--- config.mk ---
export PLATFORM = sky130hd
export DESIGN_NAME = tcw_ctrl
export DESIGN_NICKNAME = d
export VERILOG_FILES = /design/src/tcw_pkg.sv /design/src/tcw_ctrl.sv
export SDC_FILE = /design/constraint.sdc
export NUM_CORES = 1
export LEC_CHECK = 0
export CORE_AREA = 2 2 39 41
export CTS_BUF_LIST = sky130_fd_sc_hd__clkbuf_8 sky130_fd_sc_hd__clkbuf_16
export DETAILED_ROUTE_END_ITERATION = 7
export DIE_AREA = 0 0 41 43
export DONT_BUFFER_PORTS = 1
export GPL_ROUTABILITY_DRIVEN = 1
export HOLD_SLACK_MARGIN = 0.08
export SKIP_CTS_REPAIR_TIMING = 1
export SLEW_MARGIN = 20
export SYNTH_ARGS = -nofsm -noshare
export SYNTH_HDL_FRONTEND = slang
export SYNTH_SLANG_ARGS = --single-unit
export TNS_END_PERCENT = 50
--- constraint.sdc ---
create_clock -name clk -period 1.8 [get_ports clk]
set_input_delay 0.36 -clock clk [delete_from_list [all_inputs] [get_ports clk]]
set_output_delay 0.36 -clock clk [all_outputs]
set_load 0.05 [all_outputs]
--- src/tcw_pkg.sv ---
// Shared constants, types and helpers for the text console writer.
package tcw_pkg;

	localparam int COLUMNS    = 80;
	localparam int ROWS       = 25;
	localparam int CELL_COUNT = COLUMNS * ROWS;

	localparam int OP_W      = 2;
	localparam int GLYPH_W   = 8;
	localparam int ATTR_W    = 8;
	localparam int COL_W     = 7;
	localparam int ROW_W     = 5;
	localparam int CELL_W    = 11;
	localparam int CELL_DW   = GLYPH_W + ATTR_W;
	localparam int CUR_COL_W = $clog2(COLUMNS + 1);
	localparam int CUR_ROW_W = $clog2(ROWS + 1);

	localparam logic [GLYPH_W-1:0] NEWLINE_GLYPH = GLYPH_W'(10);
	localparam logic [GLYPH_W-1:0] SPACE_GLYPH   = GLYPH_W'(32);
	localparam logic [ATTR_W-1:0]  DEFAULT_ATTR_RESET = ATTR_W'(15);

	localparam logic [CELL_W-1:0] LAST_ROW_BASE = CELL_W'(CELL_COUNT - COLUMNS);
	localparam logic [CELL_W-1:0] LAST_COPY     = CELL_W'(CELL_COUNT - COLUMNS - 1);
	localparam logic [CELL_W-1:0] LAST_CELL     = CELL_W'(CELL_COUNT - 1);

	localparam int  APB_DW           = 32;
	localparam int  APB_AW           = 3;
	localparam logic REG_DEFAULT_ATTR = 1'b0;

	typedef enum logic [OP_W-1:0] {
		OP_PUT   = 2'd0,
		OP_READ  = 2'd1,
		OP_CLEAR = 2'd2,
		OP_NOP   = 2'd3
	} op_t;

	typedef enum logic [3:0] {
		ST_INIT,
		ST_IDLE,
		ST_PUT,
		ST_READ,
		ST_CLEAR,
		ST_COPY,
		ST_TAIL,
		ST_ZERO,
		ST_FIN
	} tcw_state_t;

	typedef struct packed {
		logic take_req;
		logic do_put;
		logic do_read;
		logic copy_step;
		logic tail;
		logic fill_step;
		logic fill_blank;
		logic load_out;
	} tcw_cmd_t;

	typedef struct packed {
		logic need_scroll;
		logic copy_last;
		logic fill_last;
		logic out_free;
	} tcw_status_t;

	function automatic logic [CELL_W-1:0] cell_index(
		input logic [CUR_ROW_W-1:0] r,
		input logic [CUR_COL_W-1:0] c
	);
		int idx;
		idx = int'(r) * COLUMNS + int'(c);
		return CELL_W'(idx);
	endfunction

endpackage

--- src/tcw_ctrl.sv ---
// Controller state machine that sequences requests, scrolls and screen sweeps.
module tcw_ctrl (
	input  logic                clk,
	input  logic                arst_n,
	input  logic                in_valid,
	input  logic [tcw_pkg::OP_W-1:0] in_opcode,
	output logic                in_stall,
	input  tcw_pkg::tcw_status_t status,
	output tcw_pkg::tcw_cmd_t   cmd
);
	import tcw_pkg::*;

	tcw_state_t state_q;
	tcw_state_t state_d;

	always_ff @(posedge clk or negedge arst_n) begin
		if (!arst_n) begin
			state_q <= ST_INIT;
		end else begin
			state_q <= state_d;
		end
	end

	always_comb begin
		state_d  = state_q;
		cmd      = '0;
		in_stall = 1'b1;
		case (state_q)
			ST_INIT: begin
				cmd.fill_step = 1'b1;
				if (status.fill_last) begin
					state_d = ST_IDLE;
				end
			end
			ST_IDLE: begin
				in_stall = 1'b0;
				if (in_valid) begin
					cmd.take_req = 1'b1;
					case (op_t'(in_opcode))
						OP_PUT:   state_d = ST_PUT;
						OP_READ:  state_d = ST_READ;
						OP_CLEAR: state_d = ST_CLEAR;
						default:  state_d = ST_FIN;
					endcase
				end
			end
			ST_PUT: begin
				cmd.do_put = 1'b1;
				state_d = status.need_scroll ? ST_COPY : ST_FIN;
			end
			ST_READ: begin
				cmd.do_read = 1'b1;
				state_d = ST_FIN;
			end
			ST_CLEAR: begin
				cmd.fill_step  = 1'b1;
				cmd.fill_blank = 1'b1;
				if (status.fill_last) begin
					state_d = ST_FIN;
				end
			end
			ST_COPY: begin
				cmd.copy_step = 1'b1;
				if (status.copy_last) begin
					state_d = ST_TAIL;
				end
			end
			ST_TAIL: begin
				cmd.tail = 1'b1;
				state_d = ST_ZERO;
			end
			ST_ZERO: begin
				cmd.fill_step = 1'b1;
				if (status.fill_last) begin
					state_d = ST_FIN;
				end
			end
			ST_FIN: begin
				if (status.out_free) begin
					cmd.load_out = 1'b1;
					state_d = ST_IDLE;
				end
			end
			default: begin
				state_d = ST_IDLE;
			end
		endcase
	end

endmodule

==> results.md, run 1 <==
Die:
- The area of the core is 1384 um^2.
- The starting density of the core is 32.73%.
- The die outline area is 1763 um^2.
- Pin placement for this block handled 18 I/O pins.
- From bottom edge to top edge, the die measures 43 um.
- Row generation in the floorplan step produced 14 rows.
- In this run the horizontal extent of the chip is 41 um.

Worst setup path:
- For flop-to-flop paths, the worst setup slack is 0.10 ns.
- In this design, the stage delay of the slowest critical-path cell is 0.42 ns.
- The worst setup path is captured at an output port.
- Traced cell by cell, the critical path runs through buf_6 > nor4b_4 > and2_4 > buf_12.
- The required time at the endpoint of the critical path is 1.44 ns.
- The slowest stage of the critical path is the sky130_fd_sc_hd__dfrtp_2 cell.
- Along the worst path, the maximum fanout reaches 8.
- The worst setup path is of the reg2out kind.
- The source of the worst register-to-register timing path is state_q[1].
- Counting cells, the worst reg-to-reg path comes to 5.
- At the worst endpoint, the arrival time is 1.43 ns.
- The kind of start point of the critical path is a register.
- The destination of the worst register-to-register timing path is state_q[1].

Power:
- The largest vdd supply drop is 0.7205 mV.
- The analysis attributes to cell leakage a power of 0.2999 nW.
- For this design the ratio of total power to cell area is 2091 nW/um^2.

Synth:
- Counting every instance in the synthesized netlist gives 52.
- Synthesis inferred 4 register bits.
- The number of distinct library cells after synthesis is 31.
- The register area share after synthesis is 22.10%.
- A synthesized cell averages 8.710 um^2.
- Summing every instance area after synthesis gives 452.9 um^2.
- During synthesis, Yosys emitted a total of 0 warnings.
- Counting every net in the synthesized netlist gives 61.

CTS:
- At the later pin of the worst-skew pair, clock insertion delay measures 0.22 ns.
- TritonCTS built the clock tree.
- Counting the buffers created by CTS gives 3.
- After clock tree synthesis, the clock-pin slew on the worst setup and hold paths is 0.03 ns.
- The tree is rooted in a sky130_fd_sc_hd__clkbuf_8.
- The maximum number of buffers from clock root to sink is 2.
- In this run the number of H-tree levels came out at 1.
- The clock net in this run drives a total of 4 sinks.

GRT:
- The global route total overflow is 0.
- The first global-routing pass estimated 1.683 mm of wire.
- The pin count of the biggest net entering global routing is 12.
- The global routing usage summed across all routing layers is 14.50%.
- The via count of the first global-routing pass was 396.
- The number of antenna violations at the first check in global routing was 0.

Placement:
- The port buffer count is 0.
- Routability-driven placement finished with a final weighted congestion of 0.7709.
- The number of placed instances, taps included, is 77.
- The worst setup slack after placement is 0.09223 ns.
- The HPWL after detailed placement is 808 um.

Layout:
- The largest registers in the layout are state_q (4).
- The finished layout holds 83 standard cells, fillers aside.
- Compared with the post-synthesis result, the final layout area differs by 47.51%.
- The number of nets at the end of the flow is 78.
- Of the cells placed in the final design, the portion with a size suffix greater than 1 is 49.25%.
- 0 antenna diodes ended up in the layout.
- Leaving out fill and tap cells, the most frequent cell in the layout is sky130_fd_sc_hd__buf_4.
- The layout has 137 filler cells.
- In the layout the commonest cells are sky130_fd_sc_hd__buf_4, sky130_fd_sc_hd__nor2_1.
- The register with the most flip-flops in the layout has 4 of them.
- More flip-flops sit in one register than any other, and that register is state_q.

Timing:
- The maximum clock skew at final layout is 0.001724 ns.
- The routed design could run at a clock period as short as 1.787 ns.
- The final-report hold violation count is 0.
- The post-route clock period utilization is 99.29%.
- Setup repair after global routing could not meet its margin everywhere.
- Based on the critical path, the design can be clocked at up to 559.5 MHz.
- Setup violations remaining at the end of the flow were counted as 0.
- The max-slew violation count came to 0.
- The slew of the pin with the lowest slew margin is 0.4174 ns.
- Across all setup checks in the final design, the least slack found is 0.01284 ns.
- Hold timing on the final database bottoms out at a slack of 0.3610 ns.
- The worst-case headroom to the max-slew limit is 72.14%.

Routing:
- Detailed routing inserted a total of 433 vias.
- Summed over all layers, the routed wires come to 1.048 mm.
- The first TritonRoute pass finished after 4 iterations.
- The number of DRC markers in iteration 0 is 12.
- The average wire per cell in the routed design is 12.63 um.
- Dividing the detail-routed via count by the number of cells gives 5.217.
- The DRC violation count after routing is 0.
- The number of routed nets with antenna violations is 0.

Run status:
- The flow ran to the end, and the final reports show no timing, DRC or antenna violations.

Worst hold path:
- The instance count along the most critical hold path is 2.
- The startpoint of the worst hold path is status[0].
- The class of the tightest hold or removal check is in2reg.
- The end point of the most critical hold path is state_q[3].

Flow run:
- Across the run, the number of max-cap violations was 0.
layer usage:
metal  wire length (um)  vias up  share of wire (%)  track usage (%)
met5                  0        -                  0                0
met4                 11        0                1.0            10.00
met3                 99        2                9.4            6.806
met2                491       17                 47            20.31
met1                446      196                 43            16.56
li1                   -      218                  -                -
Yosys cell counts:
cell / count / share of area, %
sky130_fd_sc_hd__a2111oi_2: 1 / 3.3
sky130_fd_sc_hd__a211oi_2: 1 / 2.8
sky130_fd_sc_hd__a21o_1: 1 / 1.7
sky130_fd_sc_hd__a21oi_1: 1 / 1.1
sky130_fd_sc_hd__a22oi_1: 1 / 1.7
sky130_fd_sc_hd__a2bb2oi_1: 2 / 3.9
sky130_fd_sc_hd__and2_1: 1 / 1.4
sky130_fd_sc_hd__and4b_1: 1 / 2.2
sky130_fd_sc_hd__buf_2: 2 / 2.2
sky130_fd_sc_hd__buf_4: 1 / 1.7
sky130_fd_sc_hd__buf_6: 1 / 2.5
sky130_fd_sc_hd__clkbuf_1: 1 / 0.83
sky130_fd_sc_hd__dfrtp_1: 4 / 22
sky130_fd_sc_hd__inv_1: 2 / 1.7
sky130_fd_sc_hd__mux2_4: 3 / 9.9
sky130_fd_sc_hd__nand2_1: 2 / 1.7
sky130_fd_sc_hd__nand2b_1: 3 / 4.1
sky130_fd_sc_hd__nand3_1: 2 / 2.2
sky130_fd_sc_hd__nor2_1: 6 / 5.0
sky130_fd_sc_hd__nor2b_1: 2 / 2.8
sky130_fd_sc_hd__nor3_1: 3 / 3.3
sky130_fd_sc_hd__nor3b_1: 1 / 1.7
sky130_fd_sc_hd__nor4b_1: 1 / 1.9
sky130_fd_sc_hd__nor4b_2: 2 / 6.6
sky130_fd_sc_hd__o21ai_0: 1 / 1.1
sky130_fd_sc_hd__o21bai_1: 1 / 1.7
sky130_fd_sc_hd__o22ai_1: 1 / 1.4
sky130_fd_sc_hd__or2_4: 1 / 1.9
sky130_fd_sc_hd__or3_1: 1 / 1.4
sky130_fd_sc_hd__or3_4: 1 / 2.5
sky130_fd_sc_hd__xor2_1: 1 / 1.9
cell families after synthesis:
logic type                Yosys count  share of synthesized area (%)
AOI/OAI and AO/OA                  10                          18.51
xor gates and xnor gates            1                          1.934
buffers and inverters               7                          8.840
DFF                                 4                          22.10
muxes                               3                          9.944
and+or+nand+nor                    27                          38.68
cell type report:
type	instances	area, um^2	share of cell area [%]
Tap cell	16	20.02	2.996
Clock buffer	3	41.29	6.180
Sequential cell	4	103.9	15.54
Inverter	2	7.507	1.124
Timing Repair Buffer	17	158.9	23.78
Multi-Input combinational cell	41	336.6	50.37
metrics by stage:
step | util [%] | total power [mW] | setup TNS, ns | cell area, um^2
2_1_floorplan | - | 0.8845 | -0.6739 | 456.7
3_3_place_gp | 41.50 | 1.118 | 0 | 574.3
3_5_place_dp | 41.50 | 1.127 | 0 | 574.3
4_1_cts | 44.48 | 1.316 | -0.1246 | 615.6
5_1_grt | 48.28 | 1.484 | -0.03933 | 668.1
6_report | 48.28 | 1.397 | 0 | 668.1
how the worst max path moves through the flow:
stage / from / slack, ns / cells past startpoint / end
final: state_q[1] / 0.01 / 4 / cmd[7]
after global routing: state_q[1] / -0.04 / 4 / cmd[7]
after CTS: state_q[1] / -0.09 / 4 / cmd[7]
after detailed placement: state_q[0] / 0.09 / 4 / state_q[1]
after global placement: state_q[0] / 0.13 / 4 / state_q[1]
after floorplan: state_q[2] / -0.31 / 3 / cmd[5]
power breakdown:
part	switching (mW)	internal (mW)
clock network	0.0441	0.142
logic	0.499	0.493
registers	0.0859	0.133
worst max-delay path: cells and delay by family, from the launching register on:
family        cells  cell delay [ns]
simple gates      2             0.52
buf+inv           2             0.28
flops             1             0.42
Power figures use the tool's default switching activity.
==> run 2, diff against run 1 <==
CTS_CLUSTER_SIZE = 28   (was unset)
PLACE_DENSITY = 0.49   (was unset)
==> run 2 against run 1 <==
Effect of this change:
- combinational power down 1%
- register-to-register slack about the same
- first-iteration DRC count down 83%
- cell count down 1.2%
- routed wire length down 0.19%
- sequential power down 7%
- critical path type unchanged
==> results.md, run 2 (synthesized netlist as in run 1, its figures left out) <==
Layout:
- The layout cell share with drive strength beyond 1 is 48.48% (-0.77 points).
- The antenna diode count is 0 (unchanged).
- The number of flip-flops under the largest register name was 4 (unchanged).
- The final non-filler cell total is 82 (-1.2%).
- The number of nets at the end of the flow is 77 (-1.3%).
- The largest registers in the layout are state_q (4).
- Leaving out fill and tap cells, the most frequent cells in the layout are sky130_fd_sc_hd__buf_4, sky130_fd_sc_hd__nor2_1.
- The register with the most flip-flops in the final layout is state_q.
- Leaving out fill and tap cells, the most frequent cell in the layout is sky130_fd_sc_hd__buf_4.
- The area overhead of the layout relative to synthesis is 43.09%.

Routing:
- The number of DRC markers in iteration 0 came to 2 (-10).
- The total via count after detailed routing is 408 (-5.8%).
- The DRC violation count after routing is 0 (unchanged).
- The post-detailed-route via-to-cell ratio is 4.976 (-4.6%).
- The average wire per cell in the routed design is 12.76 um (+1.0%).
- The total length of routed wires is 1.046 mm (-0.19%).
- The number of routed nets with antenna violations is 0 (unchanged).
- The number of search-and-repair iterations in the first detailed-routing pass is 4 (unchanged).

GRT:
- The via count of the first global-routing pass is 382 (-3.5%).
- The number of antenna violations at the first check in global routing is 0 (unchanged).
- The global routing usage summed across all routing layers is 14.16% (-0.34 points).
- The wire length of the first global-routing pass is 1.635 mm (-2.9%).
- The pin count of the biggest net entering global routing is 11 (-1).
- The global route total overflow came to 0 (unchanged).

Timing:
- The slew of the pin with the lowest slew margin is 0.4189 ns (+0.001441 ns).
- The number of failing setup endpoints in the final timing report came to 0 (unchanged).
- The post-layout minimum cycle time is 1.720 ns (-0.06695 ns).
- The post-route clock period utilization came to 95.57% (-3.7 points).
- The max-slew violation count was 0 (unchanged).
- The summed negative setup slack over all endpoints is 0 ns (unchanged).
- The worst-case headroom to the max-slew limit came to 72.04% (-0.096 points).
- The maximum clock skew at final layout is 0.001627 ns (-0.00009766 ns).
- The final-report hold violation count is 0 (unchanged).
- The timing-limited maximum frequency came to 581.3 MHz (+3.9%).
- The worst hold slack came to 0.3525 ns (-0.008477 ns).

Worst setup path:
- The setup slack on the worst flop-to-flop path was 0.11 ns (about the same).
- The worst setup path is of the reg2out kind.
- The kind of start point of the critical path is a register.
- The source of the worst register-to-register timing path is state_q[2].
- The worst setup path is captured at an output port.
- The destination of the worst register-to-register timing path is state_q[0].
- The required time at the endpoint of the critical path was 1.44 ns (about the same).
- The number of cells on the worst reg-to-reg path is 5 (unchanged).
- The critical path arrival was 1.36 ns (-0.07 ns).
- The highest net fanout along the worst path is 6 (-2).

Die:
- The area of the core is 1384 um^2 (unchanged).
- The die outline area came to 1763 um^2 (unchanged).
- The number of rows in the core area was 14 (unchanged).
- The die boundary width came to 41 um (unchanged).
- The number of primary I/O pins is 18 (unchanged).
- The starting density of the core came to 32.73% (unchanged).
- The die outline height was 43 um (unchanged).

Run status:
- The run finished with clean final reports.

Worst hold path:
- The class of the tightest hold or removal check is in2reg.
- The end point of the most critical hold path is state_q[3].
- The startpoint identified for the worst hold timing path is status[0].
- The instance count along the most critical hold path is 2 (unchanged).

Power:
- The ratio of total power to cell area is 2121 nW/um^2 (+1.4%).
- The largest vdd supply drop is 0.9053 mV (+26%).
- The static leakage power was 0.2909 nW (-3.0%).

CTS:
- The clock edge transition at the registers on the reported setup and hold paths is 0.03 ns (about the same).
- The sink count of the clock tree is 4 (unchanged).
- The clock latency on the worst-skew pair is 0.22 ns (about the same).
- The CTS H-tree depth is 1 (unchanged).
- The maximum number of buffers from clock root to sink is 2 (unchanged).
- TritonCTS built the clock tree.
- In this run the clock root is driven by a sky130_fd_sc_hd__clkbuf_8.
- The number of buffers inserted during clock tree synthesis came to 3 (unchanged).

Placement:
- The HPWL after detailed placement is 815.1 um (+0.88%).
- The port buffer count is 0 (unchanged).
- The weighted congestion at the end of routability-driven global placement is 0.7160 (-7.1%).
- The total instance count after detailed placement is 78 (+1.3%).

Flow run:
- The number of maximum-capacitance constraint violations came to 0 (unchanged).
## run 2: cell types whose count changed in the layout (fill, tap and decap cells not counted)
cell	change
sky130_fd_sc_hd__buf_6	-1
sky130_fd_sc_hd__nor4b_4	-1
sky130_fd_sc_hd__nor4b_2	+1
## run 2: area by class of cell
type	instances	area, um^2
sequential	4	103.9
fill	147	735.7
inverter	2	7.507
tap	16	20.02
multi-input combinational	41	327.8
timing repair buffer	16	147.6
clock buffer	3	41.29
## run 2: worst max-delay path by stage
stage | start | endpoint | slack [ns] | depth (start not counted)
floorplan | state_q[2] | cmd[5] | -0.31 | 3
finish | state_q[1] | cmd[0] | 0.08 | 4
CTS | state_q[2] | cmd[7] | -0.03 | 3
global route | state_q[1] | cmd[0] | -0.01 | 4
detailed placement | state_q[2] | state_q[0] | 0.08 | 5
global placement | state_q[2] | state_q[0] | 0.10 | 5
## run 2: power by group
group	switching [mW]	internal, mW
Sequential	0.0706	0.132
Combinational	0.503	0.476
Clock	0.0497	0.143
## run 2: through the flow
stage	utilization [%]	area, um^2	setup WS, ns	total power [mW]
after global placement	42.04	581.8	0.1037	1.153
after global routing	46.84	648.1	-0.01265	1.469
final	46.84	648.1	0.07979	1.375
after CTS	45.03	623.1	-0.02710	1.348
after floorplan	-	456.7	-0.3108	0.8845
after detailed placement	42.04	581.8	0.08498	1.149
## run 2: metal layers
layer | routed length [um] | up-vias | share of wire (%) | GRT usage [%]
li1 | - | 214 | - | -
met1 | 433 | 179 | 41 | 18.01
met2 | 508 | 12 | 49 | 18.13
met3 | 78 | 3 | 7.5 | 6.283
met4 | 25 | 0 | 2.4 | 10.00
met5 | 0 | - | 0 | 0
## run 2: worst max-delay path, cell delays in order (launching register included)
cell and delay (ns):
sky130_fd_sc_hd__dfrtp_1 0.45, sky130_fd_sc_hd__buf_4 0.18, sky130_fd_sc_hd__nor2_1 0.13, sky130_fd_sc_hd__and4b_1 0.20
sky130_fd_sc_hd__buf_4 0.19
